File: config.mk
export PLATFORM = sky130hd
export DESIGN_NAME = grs_axis
export DESIGN_NICKNAME = d
export VERILOG_FILES = /design/src/sv/grs_pkg.sv /design/src/sv/grs_axis.sv
export SDC_FILE = /design/constraint.sdc
export NUM_CORES = 1
export LEC_CHECK = 0
export BUFFER_PORTS_ARGS = -buffer_cell sky130_fd_sc_hd__buf_2
export CORE_MARGIN = 2
export CORE_UTILIZATION = 49
export DETAILED_ROUTE_END_ITERATION = 6
export GPL_ROUTABILITY_DRIVEN = 0
export GPL_TIMING_DRIVEN = 0
export PLACE_DENSITY = 0.95
export SYNTH_ARGS = -nofsm -noshare
export SYNTH_HDL_FRONTEND = slang
export SYNTH_SLANG_ARGS = --single-unit
File: constraint.sdc
create_clock -name vclk -period 1.8
set_input_delay 0 -clock vclk [all_inputs]
set_output_delay 0 -clock vclk [all_outputs]
set_load 0.005 [all_outputs]
File: src/sv/grs_pkg.sv
// Shared types and constants for the grid bucket radius search block.
package grs_pkg;

  localparam int COORD_W = 14;
  localparam int CUR_W   = 16;
  localparam int SQ_W    = 28;
  localparam int DIST_W  = 29;
  localparam int EMPTY_W = 13;
  localparam int REQ_W   = 2;
  localparam int ADDR_W  = 4;
  localparam int DATA_W  = 32;

  localparam logic [REQ_W-1:0] REQ_INSERT = 2'd0;
  localparam logic [REQ_W-1:0] REQ_FETCH  = 2'd1;
  localparam logic [REQ_W-1:0] REQ_CLEAR  = 2'd2;

  localparam logic [1:0] REG_CENTER_X = 2'd0;
  localparam logic [1:0] REG_CENTER_Y = 2'd1;
  localparam logic [1:0] REG_RADIUS   = 2'd2;

  localparam logic [COORD_W-1:0] CENTER_RESET = 14'd8192;
  localparam logic [COORD_W-1:0] RADIUS_RESET = 14'd4096;

  typedef struct packed {
    logic [CUR_W-1:0] lo;
    logic [CUR_W-1:0] hi;
  } axis_range_t;

  typedef enum logic [3:0] {
    ST_CLEAR,
    ST_IDLE,
    ST_INS_CELL,
    ST_INS_LINK,
    ST_F_CELL,
    ST_F_STEP,
    ST_F_PT,
    ST_F_CMP,
    ST_RESP
  } state_t;

endpackage

File: src/sv/grs_axis.sv
// Clipped cell range of the query box along one axis.
module grs_axis #(
  parameter int CELLS_PER_SIDE = 64,
  parameter int FRACTION_BITS  = 8
) (
  input  logic [grs_pkg::COORD_W-1:0] center,
  input  logic [grs_pkg::COORD_W-1:0] radius,
  output grs_pkg::axis_range_t        range
);

  logic [grs_pkg::CUR_W-1:0] sum;
  logic [grs_pkg::CUR_W-1:0] top;
  logic [grs_pkg::CUR_W-1:0] diff;

  assign sum  = grs_pkg::CUR_W'(center) + grs_pkg::CUR_W'(radius);
  assign top  = sum >> FRACTION_BITS;
  assign diff = grs_pkg::CUR_W'(center) - grs_pkg::CUR_W'(radius);

  always_comb begin
    range.lo = (center < radius) ? '0 : (diff >> FRACTION_BITS);
    range.hi = (top > grs_pkg::CUR_W'(CELLS_PER_SIDE - 1)) ? grs_pkg::CUR_W'(CELLS_PER_SIDE - 1)
                                                            : top;
  end

endmodule

==> flow_summary_export.csv <==
group,metric,value,unit
timing,slew_headroom,0.6365,
power_and_ir_drop,power_frac_comb,1.000,
global_routing,grt.busiest_layer,"met2",
timing,timing.final.crit_period,1.964,ns
timing,timing.final.hold_violations,0,
placed_design,portBuffers,40,
global_routing,grt_use_total,0.2332,
finish,antenna_cells,0,
worst_setup_path,end_kind,"primary output",
outcome,status,"finished with violations",
finish,final_nets,286,
worst_setup_path,crit_chain,"buf_6, inv_2, ha_4, buf_4, nor3_4, o31ai_4, a211oi_2, nor3_2, o31a_1, a21bo_1, buf_2",
global_routing,grt_pass1_wl,5.016,mm
placed_design,place_inst,247,
route,vias_per_cell,5.547,
floorplan,die-height,52.47,um
worst_setup_path,path_buf_inv,4,
global_routing,use_met3,0.01714,
worst_setup_path,cp_slowest_stage_delay,0.36,ns
floorplan,coreArea,2212,um2
power_and_ir_drop,p_seq_frac,0,
floorplan,start_util,0.5204,
synth,synth_seq_area_share,0,
timing,setup_viol,6,
global_routing,gr-usage-met2,0.4292,
timing,fin_ws,-0.1636,ns
finish,drive_gt1_frac,0.4957,
outcome,violations,"setup timing",
power_and_ir_drop,p_int,0.3364,mW
cts,hold_buffers,0,
power_and_ir_drop,p_per_area,343.5,nW/um2
timing,rsz0062_at_grt,"true",
global_routing,met1_usage,0.2942,
floorplan,rows,17,
finish,layout_commonest_cell,"buf_4",
placed_design,dpl.hpwl,2.080,mm
route,drc,0,
floorplan,die_w,52.47,um
finish,ff_latch_area,0,um2
synth,yosysWarnings,0,
floorplan,ios,60,
worst_setup_path,worstPathMaxFanout,5,
timing,timing.fmax,509.3,MHz
worst_setup_path,slowest_stage,"o31a_1",
timing,finalCritPeriodShare,1.091,
timing,fin_setup_tns,-0.4003,ns
power_and_ir_drop,peakVddDrop,0.0002400,V
route,firstDrtPassIters,4,
finish,design_area,1926,um2
finish,clockBufferCount,0,
timing,drv_slew,0,
synth,syn_avg_cell_area,7.194,um2
worst_setup_path,path_delay_family,"compound AO/OA/AOI/OAI gates",
route,drt-total-wl,4.143,mm
power_and_ir_drop,swShare,0.4915,
finish,area_growth,67.28,%
placed_design,placed_area,1458,um2
worst_setup_path,critPathLaunchType,"input pin",
power_and_ir_drop,p_clk_frac,0,
route,vias,1431,
power_and_ir_drop,switchingPower,0.3251,mW
worst_setup_path,path_depth,11,
synth,syn_inst,160,
finish,final_cell_mix,"buf_4 (35), buf_2 (27), conb_1 (20)",
route,drt_iter0_markers,68,
floorplan,dieArea,2753,um2
synth,synth_area,1151,um2
global_routing,first_global_vias,1135,
job,drv_cap,0,
finish,seq_cells,0,
route,routedWlPerCell,16.06,um
hold_path,hold_class,"in2out",
global_routing,grt_remaining_overflow,0,
worst_setup_path,cp.required,1.80,ns
route,ant_nets,0,
synth,ys_types,46,
global_routing,antenna_found_initial,0,
finish,final_cell_count_no_fill,258,
worst_setup_path,crit_type,"in2out",
timing,tightestPinTransition,0.5439,ns
global_routing,grt_max_degree,10,
hold_path,hold-path-cell-count,4,
worst_setup_path,arrival,1.96,ns
power_and_ir_drop,p_leak,0.9887,nW
## Yosys cell counts (3+ instances only)
cell type,number,area (um2)
a21o_1,5,37.54
a21oi_1,9,45.04
and2_1,3,18.77
buf_4,20,150.1
ha_1,26,325.3
inv_1,21,78.83
nand2_1,7,26.28
nor2_1,11,41.29
nor3_1,5,25.02
o211ai_1,3,22.52
o21ai_0,4,20.02
xnor2_1,6,52.55
## per-stage QoR
stage | total power, mW | setup WS (ns) | util | hold slack [ns]
after global routing | 0.7009 | -0.1775 | 0.8705 | 0.4846
after floorplan | 0.3005 | 0.1452 | - | 0.2435
after detailed placement | 0.4211 | -0.2023 | 0.6589 | 0.4495
after global placement | 0.4101 | -0.1828 | 0.6589 | 0.4435
after CTS | 0.5043 | -0.007241 | 0.7664 | 0.4585
final | 0.6615 | -0.1636 | 0.8705 | 0.4543
## routing by layer
layer / part of all wire / up-vias
li1: - / 661
met1: 0.40 / 675
met2: 0.49 / 82
met3: 0.078 / 13
met4: 0.031 / 0
met5: 0 / -
## final cells by class
type	instances	area [um2]
Tap cell	28	35.03
Buffer	20	150.1
Timing Repair Buffer	55	416.7
Fill cell	129	286.5
Multi-Input combinational cell	134	1232
Inverter	21	91.34
## cells by family after synthesis
kind of cell,count (synthesis),share of synthesized area
compound gates,41,0.2609
xor+xnor,8,0.06087
fa+ha+maj,26,0.2826
buf+inv,45,0.2141
other cells,1,0.003258
simple gates,39,0.1783
## worst paths after layout
check,startpoint,end,slack (ns)
worst max-delay path,radius[4],range[3],-0.16
worst min-delay path,radius[13],range[5],0.45
## power groups by stage
stage | Sequential [mW] | Clock, mW | Combinational [mW]
global placement | 0 | 0 | 0.410
global route | 0 | 0 | 0.701
floorplan | 0 | 0 | 0.300
CTS | 0 | 0 | 0.504
finish | 0 | 0 | 0.662
detailed placement | 0 | 0 | 0.421
## what timing repair did
action	CTS	global route
pin swaps	19	33
setup buffers	8	7
setup endpoints to repair	11	12
resized for setup	33	41
Power figures use the tool's default switching activity.
