### config.mk
export PLATFORM = sky130hd
export DESIGN_NAME = grs_ram
export DESIGN_NICKNAME = d
export VERILOG_FILES = /design/src/sv/grs_ram.sv
export SDC_FILE = /design/constraint.sdc
export NUM_CORES = 1
export LEC_CHECK = 0
export BUFFER_PORTS_ARGS = -buffer_cell sky130_fd_sc_hd__buf_2
export CAP_MARGIN = 30
export CORE_ASPECT_RATIO = 1.25
export CORE_MARGIN = 2
export CORE_UTILIZATION = 45
export CTS_BUF_LIST = sky130_fd_sc_hd__clkbuf_16
export DETAILED_ROUTE_END_ITERATION = 12
export MAX_ROUTING_LAYER = met4
export SYNTH_ARGS = -nofsm -noshare
export SYNTH_HDL_FRONTEND = slang
export SYNTH_SLANG_ARGS = --single-unit
### constraint.sdc
create_clock -name clk -period 2.19 [get_ports clk]
set_input_delay 0.1095 -clock clk [delete_from_list [all_inputs] [get_ports clk]]
set_output_delay 0.1095 -clock clk [all_outputs]
set_load 0.02 [all_outputs]
### src/sv/grs_ram.sv
// Generic simple dual-port RAM with one write port and a registered read port.
module grs_ram #(
  parameter int WIDTH = 8,
  parameter int DEPTH = 16
) (
  input  logic                     clk,
  input  logic                     we,
  input  logic [$clog2(DEPTH)-1:0] waddr,
  input  logic [WIDTH-1:0]         wdata,
  input  logic [$clog2(DEPTH)-1:0] raddr,
  output logic [WIDTH-1:0]         rdata
);

  logic [WIDTH-1:0] mem [DEPTH];

  always_ff @(posedge clk) begin
    if (we) begin
      mem[waddr] <= wdata;
    end
    rdata <= mem[raddr];
  end

endmodule

==> run metrics, run 1 <==
outcome=completed; Reg2Reg Launch Point=mem[9][1]; PwrDens=995 nW/um^2; Place WS=0.318 ns; critical path startpoint=raddr[0]; CP endpoint kind=flop; Area Overhead vs Synth=19.5%; CTS tree=yes; layout cells sized above 1=0.328; Die Ht=124 um; Slew headroom=0.507; port bufs=25; Max Cap Viol=0; wire length on met2=4920 um; cell breakdown of the critical path=buf_2 -> buf_4 -> mux4_1 -> a22oi_1 -> nand2_1; slew at the pin closest to its max-slew limit=0.738 ns; # rows=43; wire per inst=22.5 um; post-layout total power=6.12 mW; IO Count=26; crit path max fanout=16; R2R Path End=rdata[1]; r2r setup slk=0.76 ns; Initial Util=0.462; highest metal used=met4; vias in the first global route=2,574; area leader, netlist=edfxtp_1; violation count after the first detailed-route iteration=136; Post-Synthesis Cells=229; CP arrival=1.72 ns; worst hold slack=0.0803 ns; slowest CP cell=mux4_1; post-cts sizing count=0; Reg2Reg Depth=3; routed via count=2,417; Die Wd=99.7 um; Total Neg Setup Slack=0 ns; met3 WL=402 um; Residual DRC=0; synthesized flop and latch total=136; Synth area leaders=edfxtp_1 75%, mux4_2 7.9%, mux4_1 7.1%, dfxtp_1 3.1%, a22oi_1 2.3%; worst hold path class=in2reg; Avg Vias per Cell=5.57; min-delay src=wdata[2]; critical path type=in2reg; unrepaired setup endpoints after global routing=false; post-synth top area share=0.747; Remaining Overflow, GRT=0; final setup fails=0; sequential fraction of the synthesis area=0.778; WL met1=4280 um; Setup Buffers After CTS=0; Die Area=12,300 um^2; CP endpoint=rdata[0]; GP Congestion=0.772; Syn. warnings=0; fin util=0.552; Clock Sinks=136; H-tree depth=4; Worst-path clk slew=0.06 ns; Worst Skew=0.00595 ns; Post-CTS Hold Buffers=0; CTS Buffer Depth=2; worst path required time=2.46 ns; syn nets=247; CP delay by family, top=buffers and inverters; Synth Cell Area=5150 um^2; crit share post-route=0.662; Nets=304; initial antenna violation count=0; Worst Setup Start Kind=input port; final wirelength=9750 um; minimum clock period=1.45 ns; total track usage=0.183; DRT Pass-1 Iters=4; pin count of the biggest net entering global routing=17; leakage power=2.12 nW; Final Hold Fails=0; total core area=11,100 um^2; first-pass GRT wire length=15,200 um; CTS Buf Count=17; clock tree root driver cell=clkbuf_16; Cell variety after synth=19; Antenna Cells=0; Buf+Inv Stages, Crit Path=2; Fillers=847; hpwl dp=6240 um; logic depth of the worst path, buffers included=5; pins over their slew limit=0; Antenna Violating Nets Remaining=0; IR drop worst, VDD=0.524 mV; Achievable Freq=689 MHz; Worst path max stage delay=0.55 ns; Mean Syn Cell Area=22.5 um^2; Final WS setup=0.739 ns; worst skew pair latency=0.41 ns
per-layer routing:
metal | track usage | vias up
li1 | - | 1086
met1 | 0.237 | 1251
met4 | 0.0745 | 0
met2 | 0.286 | 67
met3 | 0.0393 | 13
met5 | - | -
sequential cells by signal (all words and copies together) (netlist names):
signal and count:
mem 128, rdata 8
layout by cell type (no fill, tap or decap):
master,instances
a22oi_1,16
and2_1,1
and2b_1,1
buf_12,1
buf_2,25
buf_4,22
bufinv_16,4
clkbuf_16,17
clkinv_2,6
clkinv_4,1
clkinvlp_4,3
dfxtp_1,8
edfxtp_1,128
inv_1,1
mux4_1,14
mux4_2,18
nand2_1,9
nand2b_1,2
nand3_1,1
nand3b_1,2
nor2_1,13
nor2b_1,1
nor3_1,4
or3b_2,1
worst min path at each step:
| stage | cells past startpoint | endpoint | slack [ns] |
|---|---|---|---|
| after floorplan | 0 | mem[0][0] | 0.21 |
| after global placement | 1 | mem[9][2] | 0.50 |
| after detailed placement | 1 | mem[8][2] | 0.51 |
| after CTS | 1 | mem[8][2] | 0.08 |
| after global routing | 1 | mem[9][2] | 0.09 |
| final | 1 | mem[8][2] | 0.08 |
cell type report:
cell class	instances	area (um^2)	area share
Multi-Input combinational cell	83	1060	0.172
Sequential cell	136	4000	0.651
Clock inverter	15	185	0.0301
Timing Repair Buffer	48	310	0.0504
Tap cell	135	169	0.0275
Clock buffer	17	425	0.0692
synthesized netlist by cell type:
library cell,n
buf_4,1
nand3_1,1
or3b_2,1
and2_1,1
nor2_1,13
nor2b_1,1
and2b_1,1
edfxtp_1,128
a22oi_1,16
nand2_1,9
nor3_1,4
buf_2,3
nand2b_1,2
mux4_2,18
nand3b_1,2
dfxtp_1,8
buf_6,3
mux4_1,14
clkdlybuf4s25_2,3
where the power goes:
part	leakage, nW	internal, mW	switching (mW)
sequential	1.22	2.91	0.0150
clock	0.299	1.89	1.02
combinational	0.595	0.119	0.170
worst register-to-register path, cell delays in order, from the launching register on:
cell,delay [ns]
edfxtp_1,0.36
mux4_1,0.53
a22oi_1,0.28
nand2_1,0.13
per-stage QoR:
stage / instance area (um^2) / cells
6_report: 6150 / 434
5_1_grt: 6150 / 434
4_1_cts: 6150 / 434
3_5_place_dp: 5540 / 402
3_3_place_gp: 5540 / 402
2_1_floorplan: 5150 / 229
cells by family after synthesis:
logic type / Yosys count / share of synthesized area
muxes: 32 / 0.150
buffers and inverters: 10 / 0.0168
DFF: 136 / 0.778
AOI/OAI and AO/OA: 16 / 0.0233
and+or+nand+nor: 35 / 0.0318
(Power assumes the default switching activity.)
==> run 2: changes to the inputs <==
- clock period: 2.19 -> 1.2 ns (I/O delays scaled with it)
==> run metrics, run 2 (synthesis results as in run 1) <==
outcome=complete, but fails checks; violated checks=negative setup slack; DRT Pass-1 Iters=4 (unchanged); Area after DPL=5670 um^2 (+2.3%); CTS Buf Count=17 (unchanged); Post-CTS Hold Buffers=0 (unchanged); Slew headroom=0.360 (-0.148); r2r setup slk=-0.05 ns (-0.81 ns); Total Neg Setup Slack=-0.272 ns (-0.272 ns); Place WS=-0.258 ns (-0.576 ns); H-tree depth=4 (unchanged); Final Hold Fails=0 (unchanged); pin count of the biggest net entering global routing=18 (+1); hold path cells=1 (unchanged); Die Area=12,300 um^2 (unchanged); Die Ht=124 um (unchanged); final setup fails=8 (+8); Top reg by flops=mem; # rows=43 (unchanged); design area=6370 um^2 (+3.6%); layout cells sized above 1=0.427 (+0.0994); Antenna Violating Nets Remaining=0 (unchanged); Antenna Cells=0 (unchanged); Remaining Overflow, GRT=0 (unchanged); CTS Buffer Depth=2 (unchanged); total track usage=0.178 (-0.00440); initial antenna violation count=0 (unchanged); total core area=11,100 um^2 (unchanged); hpwl dp=6220 um (-0.26%); Fillers=810 (-4.4%); CP endpoint kind=flop; R2R Path End=rdata[1]; CP arrival=1.54 ns (-0.18 ns); Worst Hold End=mem[7][6]; minimum clock period=1.25 ns; clock tree root driver cell=clkbuf_16; worst hold slack=0.0344 ns (-0.0460 ns); worst path required time=1.49 ns (-0.97 ns); PwrDens=1890 nW/um^2 (+90%); CTS tree=yes; first-pass GRT wire length=15,000 um (-1.1%); placed insts=412 (+2.5%); Finished Layout Cells=444 (+2.3%); Max Cap Viol=0 (unchanged); routed via count=2,427 (+0.41%); port bufs=25 (unchanged); IO Count=26 (unchanged); vias in the first global route=2,623 (+1.9%); Clock Sinks=136 (unchanged); GP Congestion=0.760 (-1.5%); violation count after the first detailed-route iteration=185 (+36%); wire per inst=21.5 um (-4.2%); most frequent cells in the layout=128 x edfxtp_1, 31 x mux4_2, 29 x buf_4; worst hold path class=in2reg; Setup Buffers After CTS=0 (unchanged); Achievable Freq=801 MHz; Worst-path clk slew=0.06 ns (about the same); IR drop worst, VDD=0.986 mV (+88%); Die Wd=99.7 um (unchanged); Worst Setup Start Kind=flop; max reg flops=128 (unchanged); Nets=314 (+3.3%); slew at the pin closest to its max-slew limit=0.957 ns (+0.220 ns); crit share post-route=1.04; worst skew pair latency=0.41 ns (about the same); top flop regs=mem: 128 flops, rdata: 8 flops; Avg Vias per Cell=5.47 (-1.8%); Residual DRC=0 (unchanged); unrepaired setup endpoints after global routing=true; Reg2Reg Depth=3 (unchanged); Reg2Reg Launch Point=mem[2][1]; Final WS setup=-0.0480 ns (-0.787 ns); Worst Skew=0.00522 ns (-0.000729 ns); Area Overhead vs Synth=23.8%; commonest non-fill, non-tap cell in the layout=edfxtp_1; min-delay src=wdata[6]; Initial Util=0.462 (unchanged); pins over their slew limit=0 (unchanged); leakage power=2.19 nW (+3.2%); final wirelength=9560 um (-2.0%); crit path max fanout=1 (-15); critical path type=reg2reg
## run 2: worst max path at each step
stage               start   endpoint  cells past startpoint
6_report        mem[2][1]   rdata[1]                      3
5_1_grt        mem[11][7]   rdata[7]                      3
4_1_cts         mem[3][1]   rdata[1]                      3
3_5_place_dp     raddr[0]   rdata[1]                      5
3_3_place_gp     raddr[0]   rdata[5]                      5
2_1_floorplan    waddr[2]  mem[3][0]                      2
## run 2: layer usage
metal,wire length [um],global-route usage,vias up,share of wire
li1,-,-,1093,-
met1,4180,0.223,1263,0.44
met2,4880,0.283,58,0.51
met3,369,0.0483,13,0.039
met4,127,0.0685,0,0.013
met5,0,-,-,0
## run 2: what timing repair did
action | CTS | global route
gates resized for setup | 21 | 2
endpoints found under the setup margin | 8 | 8
pin swaps | 13 | 4
## run 2: layout make-up
type                    count  area [um^2]  share of cell area
clock buffers              17          425              0.0667
well taps                 135          169              0.0265
repair buffers             58          423              0.0664
multi-input cells          83         1070               0.168
flip-flops and latches    136         4000               0.628
clock inverters            15          279              0.0438
## run 2: worst max-delay path, stage by stage, from the launching register on
cell and delay [ns]:
edfxtp_1 0.36, mux4_2 0.49, a22oi_2 0.19, nand2_1 0.10
## run 2: stage by stage
step / utilization / total power [mW]
final: 0.572 / 12.1
after global placement: 0.509 / 5.99
after global routing: 0.572 / 12.4
after floorplan: - / 5.75
after CTS: 0.571 / 12.2
after detailed placement: 0.509 / 6.00
## run 2: power breakdown
part | total (mW) | internal [mW] | switching [mW]
clock | 6.14 | 4.29 | 1.85
sequential | 5.34 | 5.31 | 0.0272
combinational | 0.590 | 0.258 | 0.332
==> run 3: changes to the inputs <==
- PLACE_DENSITY: not set -> 0.71
==> run metrics, run 3 (synthesis results as in run 1) <==
outcome=complete, but fails checks; violated checks=negative setup slack; slew at the pin closest to its max-slew limit=1.02 ns (+0.0593 ns); H-tree depth=4 (unchanged); top flop regs=mem: 128 flops, rdata: 8 flops; pins over their slew limit=0 (unchanged); Achievable Freq=759 MHz (-5.3%); Avg Vias per Cell=5.61 (+2.6%); crit share post-route=1.10 (+0.0579); Worst Setup Start Kind=flop; critical path type=reg2reg; clock tree root driver cell=clkbuf_16; Slew headroom=0.320 (-0.0397); Residual DRC=0 (unchanged); CTS Buffer Depth=2 (unchanged); Fillers=826 (+2.0%); min-delay src=wdata[6]; max reg flops=128 (unchanged); total core area=11,100 um^2 (unchanged); layout cells sized above 1=0.393 (-0.0337); Top reg by flops=mem; design area=6180 um^2 (-3.0%); port bufs=25 (unchanged); unrepaired setup endpoints after global routing=true; Worst Hold End=mem[11][6]; IO Count=26 (unchanged); Place WS=-0.347 ns (-0.0885 ns); leakage power=2.09 nW (-4.4%); CP endpoint kind=flop; PwrDens=1690 nW/um^2 (-11%); IR drop worst, VDD=1.01 mV (+2.7%); Worst-path clk slew=0.06 ns (about the same); cell breakdown of the critical path=mux4_2 -> a22oi_2 -> nand2_1; CP arrival=1.61 ns (+0.07 ns); Antenna Cells=0 (unchanged); slowest CP cell=mux4_2; Initial Util=0.462 (unchanged); critical path startpoint=mem[8][4]; CTS Buf Count=17 (unchanged); Post-CTS Hold Buffers=0 (unchanged); commonest non-fill, non-tap cell in the layout=edfxtp_1; minimum clock period=1.32 ns (+0.0694 ns); initial antenna violation count=0 (unchanged); hold path cells=1 (unchanged); worst skew pair latency=0.42 ns (about the same); Clock Sinks=136 (unchanged); Buf+Inv Stages, Crit Path=0 (unchanged); final setup fails=8 (unchanged); R2R Path End=rdata[4]; Setup Buffers After CTS=0 (unchanged); CP delay by family, top=multiplexers; crit path max fanout=1 (unchanged); Die Wd=99.7 um (unchanged); Worst Skew=0.00597 ns (+0.000754 ns); Area after DPL=5650 um^2 (-0.31%); most frequent cells in the layout=128 x edfxtp_1, 29 x mux4_2, 25 x buf_2; GP Congestion=0.794 (+4.5%); worst hold path class=in2reg; worst path required time=1.49 ns (about the same); DRT Pass-1 Iters=4 (unchanged); Die Ht=124 um (unchanged); Nets=310 (-1.3%); r2r setup slk=-0.12 ns (-0.07 ns); # rows=43 (unchanged); Remaining Overflow, GRT=0 (unchanged); Antenna Violating Nets Remaining=0 (unchanged); violation count after the first detailed-route iteration=206 (+11%); vias in the first global route=2,640 (+0.65%); Area Overhead vs Synth=20.1%; Die Area=12,300 um^2 (unchanged); final wirelength=9930 um (+3.9%); Final Hold Fails=0 (unchanged); hpwl dp=6570 um (+5.6%); pin count of the biggest net entering global routing=21 (+3); wire per inst=22.6 um (+4.8%); routed via count=2,467 (+1.6%); first-pass GRT wire length=15,300 um (+1.9%); Reg2Reg Depth=3 (unchanged); CTS tree=yes; Final WS setup=-0.117 ns (-0.0694 ns); Max Cap Viol=0 (unchanged); Reg2Reg Launch Point=mem[8][4]; total track usage=0.186 (+0.00809); Worst path max stage delay=0.50 ns (about the same)
run 3: area by class of cell:
class | count | area [um^2] | share of cell area
flip-flops and latches | 136 | 4000 | 0.648
multi-input cells | 83 | 1080 | 0.175
clock buffers | 17 | 425 | 0.0688
repair buffers | 54 | 405 | 0.0656
well taps | 135 | 169 | 0.0273
clock inverters | 15 | 97.6 | 0.0158
run 3: worst max-delay path by stage:
stage / to / cells past startpoint
floorplan: mem[3][0] / 2
global placement: rdata[3] / 6
detailed placement: rdata[3] / 6
CTS: rdata[3] / 3
global route: rdata[4] / 3
finish: rdata[4] / 3
run 3: worst reg2reg max path: stages (launching register included):
cell and delay (ns):
edfxtp_1 0.38, mux4_2 0.50, a22oi_2 0.20, nand2_1 0.11
run 3: metrics by stage:
| stage | instances | power (mW) | hold slack [ns] | util | setup TNS (ns) |
|---|---|---|---|---|---|
| after detailed placement | 408 | 6.01 | 0.453 | 0.507 | -6.96 |
| final | 440 | 10.5 | 0.0231 | 0.555 | -0.490 |
| after global routing | 440 | 10.8 | 0.0206 | 0.555 | -0.923 |
| after CTS | 440 | 10.6 | 0.0109 | 0.555 | -0.478 |
| after global placement | 408 | 5.99 | 0.442 | 0.507 | -5.17 |
| after floorplan | 229 | 5.75 | 0.159 | - | -3.90 |
run 3: metal layers:
metal | part of all wire | vias up | GRT usage
li1 | - | 1088 | -
met1 | 0.40 | 1277 | 0.227
met2 | 0.52 | 87 | 0.293
met3 | 0.056 | 15 | 0.0544
met4 | 0.022 | 0 | 0.0839
met5 | 0 | - | -
run 3: repair_timing:
action                                  in CTS  in global routing
endpoints found under the setup margin       8                  8
hold endpoints to repair                     0                  0
pin swaps                                   12                  5
gates cloned                                 0                  0
gates resized for setup                     21                  0
run 3: power by group:
part,total (mW),leakage [nW],switching (mW),internal [mW]
Sequential,5.35,1.22,0.0314,5.31
Combinational,0.593,0.605,0.333,0.260
Clock,4.53,0.261,1.77,2.76
Total,10.5,2.09,2.14,8.34
